File: config.mk
export PLATFORM = sky130hd
export DESIGN_NAME = fcba_ctrl
export DESIGN_NICKNAME = d
export VERILOG_FILES = /design/src/rtl/fcba_pkg.sv /design/src/rtl/fcba_ctrl.sv
export SDC_FILE = /design/constraint.sdc
export NUM_CORES = 1
export LEC_CHECK = 0
export BUFFER_PORTS_ARGS = -buffer_cell sky130_fd_sc_hd__buf_2
export CAP_MARGIN = 15
export CORE_MARGIN = 2
export CORE_UTILIZATION = 62
export CTS_BUF_LIST = sky130_fd_sc_hd__clkbuf_8 sky130_fd_sc_hd__clkbuf_16
export CTS_CLUSTER_SIZE = 40
export DETAILED_ROUTE_END_ITERATION = 10
export PLACE_DENSITY = 0.82
export SETUP_SLACK_MARGIN = 0.2
export SYNTH_ARGS = -nofsm -noshare
export SYNTH_HDL_FRONTEND = slang
export SYNTH_SLANG_ARGS = --single-unit
File: constraint.sdc
create_clock -name clk -period 5.3 [get_ports clk]
set_input_delay 0.265 -clock clk [delete_from_list [all_inputs] [get_ports clk]]
set_output_delay 0.265 -clock clk [all_outputs]
set_load 0.02 [all_outputs]
File: src/rtl/fcba_pkg.sv
// Shared types for the chain block allocator: command codes and controller states.
// No dependencies; imported by fcba_ctrl and the top level.

package fcba_pkg;

  // Command codes carried on the cmd field of an input word
  typedef enum logic [1:0] {
    CMD_FORMAT = 2'd0,
    CMD_ALLOC  = 2'd1,
    CMD_FREE   = 2'd2,
    CMD_READ   = 2'd3
  } cmd_t;

  // Controller states
  typedef enum logic [2:0] {
    ST_CLEAR,
    ST_IDLE,
    ST_READ,
    ST_SCAN,
    ST_LINK_END,
    ST_WALK_RD,
    ST_WALK_WR,
    ST_RESP
  } state_t;

endpackage

File: src/rtl/fcba_ctrl.sv
// Allocator controller: command sequencer, table scan and chain walk over the link RAM.
// Depends on fcba_pkg; drives the ports of one fcba_ram instance.

module fcba_ctrl #(
  parameter int MAX_BLOCKS = 1024,
  parameter int BW = $clog2(MAX_BLOCKS + 2),
  parameter int IW = $clog2(MAX_BLOCKS)
) (
  input  logic               clk,
  input  logic               rst,
  // input word
  input  logic               in_valid,
  output logic               in_ready,
  input  fcba_pkg::cmd_t     cmd,
  input  logic [BW-1:0]      req_blocks,
  input  logic [BW-1:0]      chain_head,
  input  logic [IW-1:0]      entry_index,
  // configuration
  input  logic [BW-1:0]      disk_blocks,
  // result towards the output register
  output logic               res_valid,
  input  logic               res_take,
  output logic               res_ok,
  output logic [BW-1:0]      res_first,
  output logic [BW-1:0]      res_count,
  output logic [BW-1:0]      res_value,
  output logic [BW-1:0]      free_left,
  // link RAM
  output logic               ram_we,
  output logic [IW-1:0]      ram_waddr,
  output logic [BW-1:0]      ram_wdata,
  output logic               ram_re,
  output logic [IW-1:0]      ram_raddr,
  input  logic [BW-1:0]      ram_rdata
);

  import fcba_pkg::*;

  localparam logic [BW-1:0] MARK_END  = BW'(MAX_BLOCKS);
  localparam logic [BW-1:0] MARK_FREE = BW'(MAX_BLOCKS + 1);
  localparam logic [IW-1:0] LAST_IDX  = IW'(MAX_BLOCKS - 1);

  state_t        state;
  state_t        state_next;

  logic [IW-1:0] clr_idx;
  logic          clr_fmt;
  logic [BW-1:0] scan_idx;
  logic          s1_valid;
  logic [IW-1:0] s1_idx;
  logic [BW-1:0] got;
  logic [BW-1:0] needed;
  logic [BW-1:0] prev;
  logic [BW-1:0] head;
  logic [BW-1:0] cur;
  logic [BW-1:0] steps;
  logic          walk_sat;
  logic          rd_ok;

  logic [BW-1:0] lim;
  logic          accept;
  logic          issue;
  logic          found;
  logic          scan_done;
  logic          walk_go;
  logic          alloc_skip;
  logic          idx_ok;

  // Working limit and shared conditions
  always_comb begin
    lim        = (disk_blocks > MARK_END) ? MARK_END : disk_blocks;
    accept     = in_valid && (state == ST_IDLE);
    issue      = (state == ST_SCAN) && (scan_idx < lim);
    found      = s1_valid && (ram_rdata == MARK_FREE);
    scan_done  = (found && ((got + BW'(1)) == needed)) || (!s1_valid && !issue);
    walk_go    = (cur < MARK_END) && (steps < lim);
    alloc_skip = (req_blocks == '0) || (req_blocks > free_left);
    idx_ok     = BW'(entry_index) < MARK_END;
  end

  // Next state
  always_comb begin
    state_next = state;
    unique case (state)
      ST_CLEAR: begin
        if (clr_idx == LAST_IDX) begin
          state_next = clr_fmt ? ST_RESP : ST_IDLE;
        end
      end
      ST_IDLE: begin
        if (in_valid) begin
          unique case (cmd)
            CMD_FORMAT: state_next = ST_CLEAR;
            CMD_ALLOC:  state_next = alloc_skip ? ST_RESP : ST_SCAN;
            CMD_FREE:   state_next = ST_WALK_RD;
            CMD_READ:   state_next = ST_READ;
            default:    state_next = ST_IDLE;
          endcase
        end
      end
      ST_READ:     state_next = ST_RESP;
      ST_SCAN:     state_next = scan_done ? ST_LINK_END : ST_SCAN;
      ST_LINK_END: state_next = (got == needed) ? ST_RESP : ST_WALK_RD;
      ST_WALK_RD:  state_next = walk_go ? ST_WALK_WR : ST_RESP;
      ST_WALK_WR:  state_next = ST_WALK_RD;
      ST_RESP:     state_next = res_take ? ST_IDLE : ST_RESP;
      default:     state_next = ST_IDLE;
    endcase
  end

  // Handshake and RAM port control
  always_comb begin
    in_ready  = (state == ST_IDLE);
    res_valid = (state == ST_RESP);
    ram_we    = 1'b0;
    ram_waddr = clr_idx;
    ram_wdata = MARK_FREE;
    ram_re    = 1'b0;
    ram_raddr = scan_idx[IW-1:0];
    unique case (state)
      ST_CLEAR: begin
        ram_we = 1'b1;
      end
      ST_IDLE: begin
        ram_re    = accept && (cmd == CMD_READ) && idx_ok;
        ram_raddr = entry_index;
      end
      ST_SCAN: begin
        ram_re    = issue;
        ram_we    = found && (prev != MARK_END);
        ram_waddr = prev[IW-1:0];
        ram_wdata = BW'(s1_idx);
      end
      ST_LINK_END: begin
        ram_we    = (got == needed);
        ram_waddr = prev[IW-1:0];
        ram_wdata = MARK_END;
      end
      ST_WALK_RD: begin
        ram_re    = walk_go;
        ram_raddr = cur[IW-1:0];
      end
      ST_WALK_WR: begin
        ram_we    = 1'b1;
        ram_waddr = cur[IW-1:0];
      end
      ST_READ, ST_RESP: begin
      end
      default: begin
      end
    endcase
  end

  // Control state
  always_ff @(posedge clk) begin
    if (rst) begin
      state     <= ST_CLEAR;
      clr_idx   <= '0;
      clr_fmt   <= 1'b0;
      s1_valid  <= 1'b0;
      free_left <= MARK_END;
    end else begin
      state <= state_next;
      // clearing pass
      if (state == ST_CLEAR) begin
        clr_idx <= clr_idx + IW'(1);
        if (clr_idx == LAST_IDX && clr_fmt) begin
          free_left <= lim;
        end
      end
      if (accept && cmd == CMD_FORMAT) begin
        clr_idx <= '0;
        clr_fmt <= 1'b1;
      end
      // scan read pipeline
      s1_valid <= issue && !scan_done;
      // commit a complete allocation
      if (state == ST_LINK_END && got == needed) begin
        free_left <= free_left - got;
      end
      // release counting saturates at the limit
      if (state == ST_WALK_WR && walk_sat && free_left < lim) begin
        free_left <= free_left + BW'(1);
      end
    end
  end

  // Working registers and result fields
  always_ff @(posedge clk) begin
    unique case (state)
      ST_IDLE: begin
        if (accept) begin
          res_ok    <= 1'b1;
          res_first <= MARK_END;
          res_count <= '0;
          res_value <= '0;
          rd_ok     <= idx_ok;
          needed    <= req_blocks;
          scan_idx  <= '0;
          got       <= '0;
          prev      <= MARK_END;
          head      <= MARK_END;
          cur       <= chain_head;
          steps     <= '0;
          walk_sat  <= 1'b1;
          if (cmd == CMD_ALLOC && req_blocks > free_left) begin
            res_ok <= 1'b0;
          end
        end
      end
      ST_READ: begin
        res_value <= rd_ok ? ram_rdata : MARK_FREE;
      end
      ST_SCAN: begin
        if (issue) begin
          scan_idx <= scan_idx + BW'(1);
          s1_idx   <= scan_idx[IW-1:0];
        end
        if (found) begin
          got  <= got + BW'(1);
          prev <= BW'(s1_idx);
          if (head == MARK_END) begin
            head <= BW'(s1_idx);
          end
        end
      end
      ST_LINK_END: begin
        if (got == needed) begin
          res_first <= head;
          res_count <= got;
        end else begin
          // roll the partial chain back without touching the count
          res_ok   <= 1'b0;
          cur      <= head;
          steps    <= '0;
          walk_sat <= 1'b0;
        end
      end
      ST_WALK_RD: begin
        if (!walk_go && walk_sat) begin
          res_count <= steps;
        end
      end
      ST_WALK_WR: begin
        cur   <= ram_rdata;
        steps <= steps + BW'(1);
      end
      ST_CLEAR, ST_RESP: begin
      end
      default: begin
      end
    endcase
  end

endmodule

==> out/metrics.csv, run 1 <==
stage,metric,value,unit
power,Comb power frac,0.284,
sta,RSZ-0062 raised after global routing,false,
power,Clock power frac,0.305,
clocking,setup repair bufs after CTS,0,
run,max_cap viols,0,
sta,Final Max Slew Viols,0,
clocking,clk sinks,148,
finish,area taken by multi-input logic gates,4568,sq um
placement,DP HPWL,20010,microns
worst_hold_path,Min-Delay Endpoint,needed[3]$_DFFE_PP_,
finish,register area,4185,sq um
critical_path,Crit path largest cell delay,750,ps
yosys,synthesized flop and latch total,148,
sta,relative slew slack,0.3451,
clocking,cts bufs inserted,17,
placement,Final GP Congestion,0.9690,
yosys,largest family of logic cells by synthesized area,simple AND/OR/NAND/NOR gates,
clocking,CTS tree,built,
critical_path,RR Startpoint,state[1]$_SDFFE_PP0P_,
power,Sw Share,0.3632,
placement,I/O Buffers,139,
finish,Filler cells,1065,
power,internal power,2.576,mW
die,row count,44,
power,P per Cell Area,385.2,nW/um^2
power,leakage,4.178,nW
sta,final count of hold timing violations,0,
critical_path,crit path max fanout,24,
yosys,Mapped Cells,911,
sta,skew final,8.085,ps
finish,area delta synth->final,16.00,%
yosys,syn_area_per_cell,9.938,sq um
yosys,Synth Area in Simple Gates,0.1877,
yosys,Mapped Nets,1031,
die,Die Ht,124.8,microns
yosys,most common cell in the netlist,edfxtp_1,
critical_path,critical path endpoint category,output port,
sta,Tightest Pin Transition,974.8,ps
yosys,ranking of synthesized cells by area,"edfxtp_1 (40%), ha_1 (8.2%), dfxtp_1 (5.7%)",
yosys,Yosys cell types,75,
clocking,CTS max path bufs,2,
power,sequential share of power,0.410,
yosys,Synth Flop Type,edfxtp_1,
global_route,Tot GR Track Use,0.3408,
yosys,Synth Area in XOR/XNOR,0.05984,
sta,total negative slack,0,ps
die,core footprint,14420,sq um
routing,Vias,7971,
worst_hold_path,Hold Path Class,in2reg,
clocking,number of hold buffers added after CTS,0,
routing,final WL,26680,microns
clocking,CTS resizes,0,
yosys,Post-synth top cells,"edfxtp_1 (122), nand2_1 (107), nor2_1 (72)",
yosys,Post-synth EDFFs,122,
finish,# diodes,0,
worst_hold_path,HP Start,req_blocks[3],
critical_path,WS Path Type,reg2out,
clocking,# H-tree levels,4,
finish,nets,1160,
clocking,clk_lat worst skew,440,ps
yosys,synth warn,0,
critical_path,startpoint type of the worst setup path,register,
global_route,initial antenna violation count,0,
status,status,"complete, no violations",
critical_path,Reg2Reg Depth,7,
yosys,asr flop ratio synth,0,
sta,post-layout minimum cycle time,3364,ps
global_route,first-pass GRT wire length,40810,microns
routing,DRC viols,0,
yosys,post-synthesis mux area share,0.03870,
worst_hold_path,hold path depth,1,
routing,antenna-violating nets left,0,
power,total power,4.045,mW
finish,Final Util,0.7281,
sta,final setup violation count,0,
die,die area,15590,sq um
yosys,share of the synthesized area in the top cell type,0.4046,
yosys,adder-cell area share of the yosys netlist,0.08375,
yosys,cell taking the most area after synthesis,edfxtp_1,
clocking,CTS clock-pin slew for the worst setup and hold paths,60,ps
power,Net Sw Power,1.469,mW
sta,Max Freq,297.3,MHz
routing,Via density,6.444,
global_route,vias in the first global route,7490,
clocking,Root Buffer,clkbuf_16,
critical_path,"Slowest-stage cell, CP",nor2_1,
global_route,largest net degree at the start of global routing,37,
yosys,Post-Syn Area,9054,sq um
global_route,grt ovf,0,
power,VDD IR max,235.7,uV
sta,Final period util,0.6347,
die,IO Pins,140,
die,Die W,124.8,microns
die,Starting Density,0.6277,
routing,TritonRoute pass-1 iters,6,
critical_path,Worst Path Arrival,3100,ps
critical_path,RR Endpoint,free_left[5]$_SDFFE_PP0P_,
routing,WL per Instance,21.57,microns
yosys,post-synthesis compound-gate area fraction,0.1332,
finish,layout cells sized above 1,0.1890,
critical_path,flop-to-flop setup slack,2130,ps
critical_path,worst-path cell chain,"inv_1, nand2_1, nor2_1, a221o_1, buf_2",
critical_path,Critical Path RT,5040,ps
routing,drt initial violations,927,
yosys,sequential area share after synthesis,0.4621,
[final cells by class]
cell class	count	share of cell area
Multi-Input combinational cell	684	0.4350
Sequential cell	148	0.3985
Clock inverter	15	0.01680
Inverter	43	0.01537
Tap cell	184	0.02192
Timing Repair Buffer	146	0.07196
Clock buffer	17	0.04051
[cells by family after synthesis]
group           count (synthesis)
flops                         148
buf+inv                        79
mux                            35
simple gates                  344
fa+ha+maj                      60
compound gates                184
xor+xnor                       61
[power groups by stage]
stage                     Sequential [mW]  Combinational (mW)  Clock, mW
final                                1.66                1.15       1.24
after CTS                            1.65                1.13       1.23
after global placement               1.67                1.10          0
after floorplan                      1.67               0.720          0
after detailed placement             1.68                1.12          0
after global routing                 1.67                1.25       1.28
[cell usage in the layout, fill, tap and decap left out, drive strengths merged, types with 9 or more instances in the layout]
cell,synthesis,routed
nor2,74,74
and2,15,15
xor2,27,27
o21ai,55,55
nand2,108,108
ha,59,59
dfxtp,26,26
xnor2,34,34
o211ai,12,12
a21oi,38,38
nand4,9,9
nand3,28,28
inv,43,47
a22o,12,12
buf,9,146
nor3,28,28
nor2b,11,11
clkbuf,27,17
and3,39,39
mux2i,35,35
edfxtp,122,122
[metrics by stage]
| step | std cells | setup slack (ps) | area (sq um) | hold slack, ps |
|---|---|---|---|---|
| finish | 1237 | 1936 | 10500 | 43.07 |
| global route | 1237 | 1678 | 10500 | 46.23 |
| CTS | 1236 | 1978 | 10490 | 40.46 |
| detailed placement | 1204 | 1912 | 9886 | 482.2 |
| global placement | 1204 | 2034 | 9886 | 478.4 |
| floorplan | 911 | 2043 | 9054 | 341.8 |
[state kept, by name, indices dropped and copies added (netlist names)]
name / count
s1_valid: 1
prev: 11
res_ok: 1
res_value: 11
clr_fmt: 1
free_left: 11
head: 11
res_first: 11
s1_idx: 10
walk_sat: 1
cur: 11
scan_idx: 11
got: 11
state: 3
clr_idx: 10
needed: 11
res_count: 11
steps: 11
[metal layers]
metal  part of all wire  vias to the layer above  GRT usage
met4              0.062                        0     0.2065
met2               0.46                      542     0.5410
met1               0.38                     3726     0.4286
met5                  0                        -          0
li1                   -                     3606          -
met3               0.10                       97    0.07431
[how the worst max path moves through the flow]
stage                                startpoint                     end  depth (start not counted)
after global placement          disk_blocks[10]  res_count[5]$_DFFE_PP_                         10
final                     state[1]$_SDFFE_PP0P_                  ram_re                          5
after global routing      state[1]$_SDFFE_PP0P_                  ram_re                          5
after floorplan                 disk_blocks[10]  res_count[0]$_DFFE_PP_                         10
after detailed placement        disk_blocks[10]  res_count[7]$_DFFE_PP_                         10
after CTS                 state[1]$_SDFFE_PP0P_                  ram_re                          5
[critical path, delay by kind of cell, from the launching register on]
family | cells | cell delay, ps
buf+inv | 2 | 620
compound gates | 1 | 300
simple gates | 2 | 1260
flops | 1 | 460
(Power assumes the default switching activity.)
==> run 2, diff against run 1 <==
--- a/config.mk
+++ b/config.mk
@@ -5,14 +5,15 @@
 export SDC_FILE = /design/constraint.sdc
 export NUM_CORES = 1
 export LEC_CHECK = 0
+export ABC_AREA = 1
 export BUFFER_PORTS_ARGS = -buffer_cell sky130_fd_sc_hd__buf_2
 export CAP_MARGIN = 15
 export CORE_MARGIN = 2
-export CORE_UTILIZATION = 62
+export CORE_UTILIZATION = 52
 export CTS_BUF_LIST = sky130_fd_sc_hd__clkbuf_8 sky130_fd_sc_hd__clkbuf_16
 export CTS_CLUSTER_SIZE = 40
 export DETAILED_ROUTE_END_ITERATION = 10
-export PLACE_DENSITY = 0.82
+export PLACE_DENSITY = 0.73
 export SETUP_SLACK_MARGIN = 0.2
 export SYNTH_ARGS = -nofsm -noshare
 export SYNTH_HDL_FRONTEND = slang
==> constraint.sdc (replaced) <==
create_clock -name clk -period 2.7 [get_ports clk]
set_input_delay 0.135 -clock clk [delete_from_list [all_inputs] [get_ports clk]]
set_output_delay 0.135 -clock clk [all_outputs]
set_load 0.02 [all_outputs]
==> run 2 against run 1 <==
  * Hold slack lost 24 ps
  * Critical endpoint is now res_count[2]$_DFFE_PP_
  * Largest cell class unchanged
  * Non-clock buffer count is 68 higher
  * Via count grew 4.3%
  * Clock power is 97% higher
==> out/metrics.csv, run 2 <==
stage,metric,value,unit,change
status,status,"complete, no violations",,
yosys,sequential area share after synthesis,0.4667,,+0.004579
clocking,clk sinks,148,,unchanged
clocking,CTS clock-pin slew for the worst setup and hold paths,70,ps,about the same
clocking,cts bufs inserted,17,,unchanged
critical_path,worst-path cell chain,"ha_4, nand2_1, inv_2, nand3_2, nor3_2, nand2_1, nand3_2, buf_4, buf_4, a21oi_2, a211oi_4, clkbuf_16",,
yosys,Mapped Nets,1170,,+13%
yosys,synth warn,0,,unchanged
power,P per Cell Area,748.9,nW/um^2,+94%
placement,I/O Buffers,139,,unchanged
global_route,vias in the first global route,7595,,+1.4%
yosys,ranking of synthesized cells by area,"edfxtp_1 (41%), nand2_1 (8.8%), ha_1 (8.2%)",,
critical_path,Worst Path Arrival,2700,ps,-400 ps
die,die area,18310,sq um,+17%
sta,Final period util,0.9391,,
yosys,synthesized flop and latch total,148,,unchanged
sta,RSZ-0062 raised after global routing,true,,
worst_hold_path,hold path depth,2,,+1
die,Die W,135.3,microns,+8.4%
routing,Via density,5.555,,-14%
placement,Final GP Congestion,0.9725,,+0.36%
sta,Max Freq,394.4,MHz,
yosys,Post-synth EDFFs,122,,unchanged
routing,antenna-violating nets left,0,,unchanged
sta,post-layout minimum cycle time,2535,ps,
yosys,cell taking the most area after synthesis,edfxtp_1,,
worst_hold_path,Hold Path Class,in2reg,,
yosys,Yosys cell types,49,,-35%
sta,skew final,16.26,ps,+8.178 ps
die,IO Pins,140,,unchanged
power,VDD IR max,564.8,uV,+140%
global_route,initial antenna violation count,0,,unchanged
clocking,CTS max path bufs,2,,unchanged
global_route,largest net degree at the start of global routing,27,,-27%
critical_path,Worst Path Buf+Inv,4,,+2
critical_path,"Slowest-stage cell, CP",edfxtp_1,,
critical_path,WP depth,12,,+7
finish,area delta synth->final,25.83,%,
die,row count,48,,+9.1%
power,leakage,5.077,nW,+22%
critical_path,Critical Path RT,2860,ps,-2180 ps
routing,final WL,27580,microns,+3.4%
routing,drt initial violations,750,,-19%
yosys,Post-synth top cells,"nand2_1 (211), inv_1 (144), nor2_1 (132)",,
yosys,Post-Syn Area,8965,sq um,-0.98%
sta,final setup violation count,0,,unchanged
yosys,syn_area_per_cell,8.538,sq um,-14%
placement,post-place instance area,10180,sq um,+3.0%
finish,highest-count cells in the layout ignoring fill and taps,"nand2_1 (200), inv_1 (144), buf_2 (137)",,
clocking,# H-tree levels,4,,unchanged
finish,# diodes,0,,unchanged
critical_path,startpoint type of the worst setup path,register,,
global_route,Tot GR Track Use,0.2996,,-0.04125
routing,Vias,8310,,+4.3%
finish,Filler cells,1386,,+30%
yosys,Mapped Cells,1050,,+15%
die,core footprint,17060,sq um,+18%
finish,register area,4184,sq um,about the same
yosys,share of the synthesized area in the top cell type,0.4087,,+0.004010
routing,DRC viols,0,,unchanged
global_route,grt ovf,0,,unchanged
critical_path,Crit path largest cell delay,500,ps,-250 ps
finish,layout cells sized above 1,0.2360,,+0.04705
critical_path,WS Path Type,reg2reg,,
routing,WL per Instance,18.44,microns,-15%
clocking,CTS tree,built,,
sta,relative slew slack,0.5364,,+0.1913
die,Die Ht,135.3,microns,+8.4%
sta,final count of hold timing violations,0,,unchanged
routing,TritonRoute pass-1 iters,6,,unchanged
critical_path,crit path max fanout,5,,-79%
run,max_cap viols,0,,unchanged
clocking,clk_lat worst skew,440,ps,about the same
sta,Tightest Pin Transition,693.1,ps,-281.7 ps
yosys,most common cell in the netlist,nand2_1,,
critical_path,Crit path max-delay family,simple AND/OR/NAND/NOR gates,,
die,Starting Density,0.5256,,-0.1021
finish,Final Util,0.6614,,-0.06676
global_route,first-pass GRT wire length,41390,microns,+1.4%
placement,DP HPWL,21000,microns,+5.0%
critical_path,critical path endpoint category,register,,
finish,area taken by multi-input logic gates,4253,sq um,-6.9%
finish,"commonest non-fill, non-tap cell in the layout",nand2_1,,
critical_path,Reg2Reg Depth,12,,+5
sta,Final Max Slew Viols,0,,unchanged
yosys,Synth Flop Type,edfxtp_1,,
finish,fin area,11280,sq um,+7.4%
finish,nets,1378,,+19%
clocking,Root Buffer,clkbuf_16,,
yosys,asr flop ratio synth,0,,unchanged
## run 2: cell type report
cell class | count | share of cell area
Timing Repair Buffer | 214 | 0.1221
Sequential cell | 148 | 0.3709
Tap cell | 225 | 0.02496
Inverter | 157 | 0.05224
Clock buffer | 17 | 0.03771
Multi-Input combinational cell | 720 | 0.3770
Clock inverter | 15 | 0.01508
## run 2: cells by family (layout without fill, tap and decap cells)
kind of cell             after synthesis  count (layout)  synth area share
adder cells (fa/ha/maj)               60              60           0.08458
XOR/XNOR                              33              33           0.03308
flip-flops                           148             148            0.4667
AND/OR/NAND/NOR                      470             470            0.2296
buffers and inverters                182             403           0.07941
AO/OA/AOI/OAI                        157             157            0.1066
## run 2: final timing paths
path / startpoint / to / slack (ps)
worst max register to register: steps[10]$_SDFFCE_PP0P_ / res_count[2]$_DFFE_PP_ / 160
worst min register to register: clr_fmt$_SDFFE_PP0P_ / clr_fmt$_SDFFE_PP0P_ / 460
worst min-delay path: chain_head[1] / cur[1]$_DFFE_PP_ / 20
worst max-delay path: steps[10]$_SDFFCE_PP0P_ / res_count[2]$_DFFE_PP_ / 160
## run 2: metrics by stage
step | power, mW | hold slack (ps) | cells | setup TNS [ps] | setup slack [ps]
global route | 8.810 | 19.91 | 1496 | 0 | 105.7
global placement | 5.769 | 361.1 | 1429 | 0 | 119.8
detailed placement | 5.807 | 360.4 | 1429 | -474.1 | -43.21
CTS | 8.277 | 7.814 | 1483 | 0 | 116.2
finish | 8.448 | 18.64 | 1496 | 0 | 164.5
floorplan | 4.832 | 204.1 | 1050 | 0 | 246.4
## run 2: what timing repair did
item | CTS | global route
endpoints found under the hold margin | 20 | 0
pin swaps | 2 | 11
hold buffers | 19 | 0
resized for setup | 5 | 44
cloned | 0 | 2
buffers inserted | 3 | 11
setup endpoints to repair | 18 | 48
## run 2: metal layers
metal  global-route usage  wire length (microns)
met3              0.04976                   2451
met5                    0                      0
met2               0.4803                  13140
met4              0.09491                    505
met1               0.4181                  11480
## run 2: power breakdown
part	switching (mW)	internal (mW)	leakage, nW
Clock	1.05	1.39	0.299
Sequential	0.263	3.00	1.34
Combinational	1.79	0.961	3.43
==> run 3, diff against run 2 <==
--- a/config.mk
+++ b/config.mk
@@ -13,6 +13,7 @@
 export CTS_BUF_LIST = sky130_fd_sc_hd__clkbuf_8 sky130_fd_sc_hd__clkbuf_16
 export CTS_CLUSTER_SIZE = 40
 export DETAILED_ROUTE_END_ITERATION = 10
+export HOLD_SLACK_MARGIN = 0.12
 export PLACE_DENSITY = 0.73
 export SETUP_SLACK_MARGIN = 0.2
 export SYNTH_ARGS = -nofsm -noshare
==> run 3 against run 2 <==
  * Global-route usage up 0.58 points
  * Die area is the same
  * First-iteration DRC count decreased by 1.6%
  * Sequential cell count did not move
  * Cell count grew 1.7%
  * Clock power is essentially flat
  * Critical path depth unchanged
  * Combinational power rose by 3%
  * Clock skew down 5.0 ps
  * Hold slack gained 160 ps
  * Final area up 2.3%
  * Critical path type unchanged
==> out/metrics.csv, run 3 (same netlist as run 2, synthesis figures left out) <==
stage,metric,value,unit,change
die,core footprint,17060,sq um,unchanged
critical_path,Critical Path RT,2860,ps,about the same
power,VDD IR max,552.8,uV,-2.1%
routing,final WL,28240,microns,+2.4%
critical_path,startpoint type of the worst setup path,register,,
clocking,clk sinks,148,,unchanged
placement,Final GP Congestion,0.9725,,unchanged
placement,Post-Place Cells,1429,,unchanged
sta,relative slew slack,0.5380,,+0.001534
placement,DP HPWL,21000,microns,unchanged
worst_hold_path,Hold Path Class,in2reg,,
routing,antenna-violating nets left,0,,unchanged
global_route,busiest layer in global routing,met2,,
sta,final count of hold timing violations,0,,unchanged
clocking,cts bufs inserted,17,,unchanged
clocking,CTS tree,built,,
sta,skew final,11.28,ps,-4.979 ps
global_route,GR Util met3,0.04901,,-0.0007482
routing,drt initial violations,738,,-1.6%
placement,I/O Buffers,139,,unchanged
power,leakage,5.185,nW,+2.1%
die,Die W,135.3,microns,unchanged
run,max_cap viols,0,,unchanged
finish,# diodes,0,,unchanged
routing,Vias,8505,,+2.3%
critical_path,WS Path Type,reg2reg,,
routing,TritonRoute pass-1 iters,6,,unchanged
finish,fin cells,1521,,+1.7%
sta,post-layout minimum cycle time,2510,ps,-25.42 ps
finish,highest-count cells in the layout ignoring fill and taps,"nand2_1 (200), inv_1 (144), buf_2 (137)",,
critical_path,Worst Path Buf+Inv,4,,unchanged
placement,post-place instance area,10180,sq um,unchanged
finish,"commonest non-fill, non-tap cell in the layout",nand2_1,,
global_route,met1 Use GR,0.4244,,+0.006269
routing,WL per Instance,18.57,microns,+0.72%
die,Starting Density,0.5256,,unchanged
critical_path,Crit path largest cell delay,500,ps,about the same
sta,final hold slack,175.7,ps,+157.0 ps
sta,Max Freq,398.4,MHz,+1.0%
finish,area delta synth->final,28.67,%,
power,P per Cell Area,741.3,nW/um^2,-1.0%
sta,Final period util,0.9297,,-0.009415
finish,layout cells sized above 1,0.2315,,-0.004553
sta,RSZ-0062 raised after global routing,true,,
global_route,vias in the first global route,7736,,+1.9%
die,IO Pins,140,,unchanged
power,total power,8.551,mW,+1.2%
clocking,Root Buffer,clkbuf_16,,
critical_path,Crit path max-delay family,simple AND/OR/NAND/NOR gates,,
finish,nets,1403,,+1.8%
die,Die Ht,135.3,microns,unchanged
routing,Via density,5.592,,+0.66%
global_route,GR Util met2,0.4958,,+0.01551
critical_path,worst-path cell chain,"ha_4, nand2_1, inv_2, nand3_2, nor3_2, nand2_1, nand3_2, buf_4, buf_4, a21oi_2, a211oi_4, clkbuf_16",,
critical_path,crit path max fanout,5,,unchanged
critical_path,critical path endpoint category,register,,
status,status,"complete, no violations",,
global_route,first-pass GRT wire length,42240,microns,+2.1%
critical_path,Worst Path Arrival,2670,ps,-30 ps
routing,DRC viols,0,,unchanged
sta,"Worst Setup Slack, final",189.9,ps,+25.42 ps
clocking,# H-tree levels,4,,unchanged
sta,Final Max Slew Viols,0,,unchanged
clocking,CTS clock-pin slew for the worst setup and hold paths,70,ps,about the same
clocking,clk_lat worst skew,440,ps,about the same
die,die area,18310,sq um,unchanged
finish,fin area,11530,sq um,+2.3%
die,row count,48,,unchanged
global_route,initial antenna violation count,0,,unchanged
sta,final setup violation count,0,,unchanged
critical_path,"Slowest-stage cell, CP",edfxtp_1,,
global_route,grt ovf,0,,unchanged
placement,dpl ws,-43.21,ps,unchanged
clocking,CTS max path bufs,2,,unchanged
sta,Tightest Pin Transition,690.8,ps,-2.294 ps
global_route,largest net degree at the start of global routing,27,,unchanged
global_route,Tot GR Track Use,0.3054,,+0.005761
==> run 3: cell types whose count changed in the layout (fill, tap and decap cells not counted) <==
cell           before  now
dlygate4sd3_1      19   44
buf_6               1    2
buf_4              52   51
==> run 3: tightest hold or removal path: cells and delay by family <==
family,cells,cell delay [ps]
and+or+nand+nor,6,340
buffers and inverters,1,110
==> run 3: power by group <==
part,internal [mW],total (mW),switching [mW]
Combinational,1.03,2.84,1.81
Sequential,3.00,3.27,0.266
Clock,1.39,2.44,1.05
==> run 3: metal layers <==
layer,up-vias,share of wire,wire length (microns)
met5,-,0,0
met4,0,0.019,529
met1,3976,0.41,11720
met3,45,0.090,2530
li1,4023,-,-
met2,461,0.48,13470
==> run 3: cell type report <==
cell class / instances / area, sq um
repair buffers: 239 / 1632
clock inverters: 15 / 170.2
multi-input cells: 720 / 4253
clock buffers: 17 / 425.4
well taps: 225 / 281.5
fillers: 1353 / 5522
inverters: 157 / 589.3
flip-flops and latches: 148 / 4184
==> run 3: path summary, 6_finish.rpt <==
path	depth (start not counted)	slack [ps]	start	endpoint
worst min register to register	2	470	clr_fmt$_SDFFE_PP0P_	clr_fmt$_SDFFE_PP0P_
worst max-delay path	12	190	steps[10]$_SDFFCE_PP0P_	res_count[6]$_DFFE_PP_
worst max register to register	12	190	steps[10]$_SDFFCE_PP0P_	res_count[6]$_DFFE_PP_
worst min-delay path	7	180	disk_blocks[10]	free_left[10]$_SDFFE_PP1P_
==> run 3: timing repair <==
action                                  CTS  global route
endpoints found under the hold margin    38             0
resized for setup                         5            45
hold buffers                             44             0
pin swaps                                 2            11
cloned                                    0             2
setup buffers                             3            11
endpoints found under the setup margin   18            49
==> run 3: metrics by stage <==
stage / util / TNS, ps
floorplan: - / 0
global placement: 0.5969 / 0
detailed placement: 0.5969 / -474.1
CTS: 0.6601 / 0
global route: 0.6763 / 0
finish: 0.6763 / 0
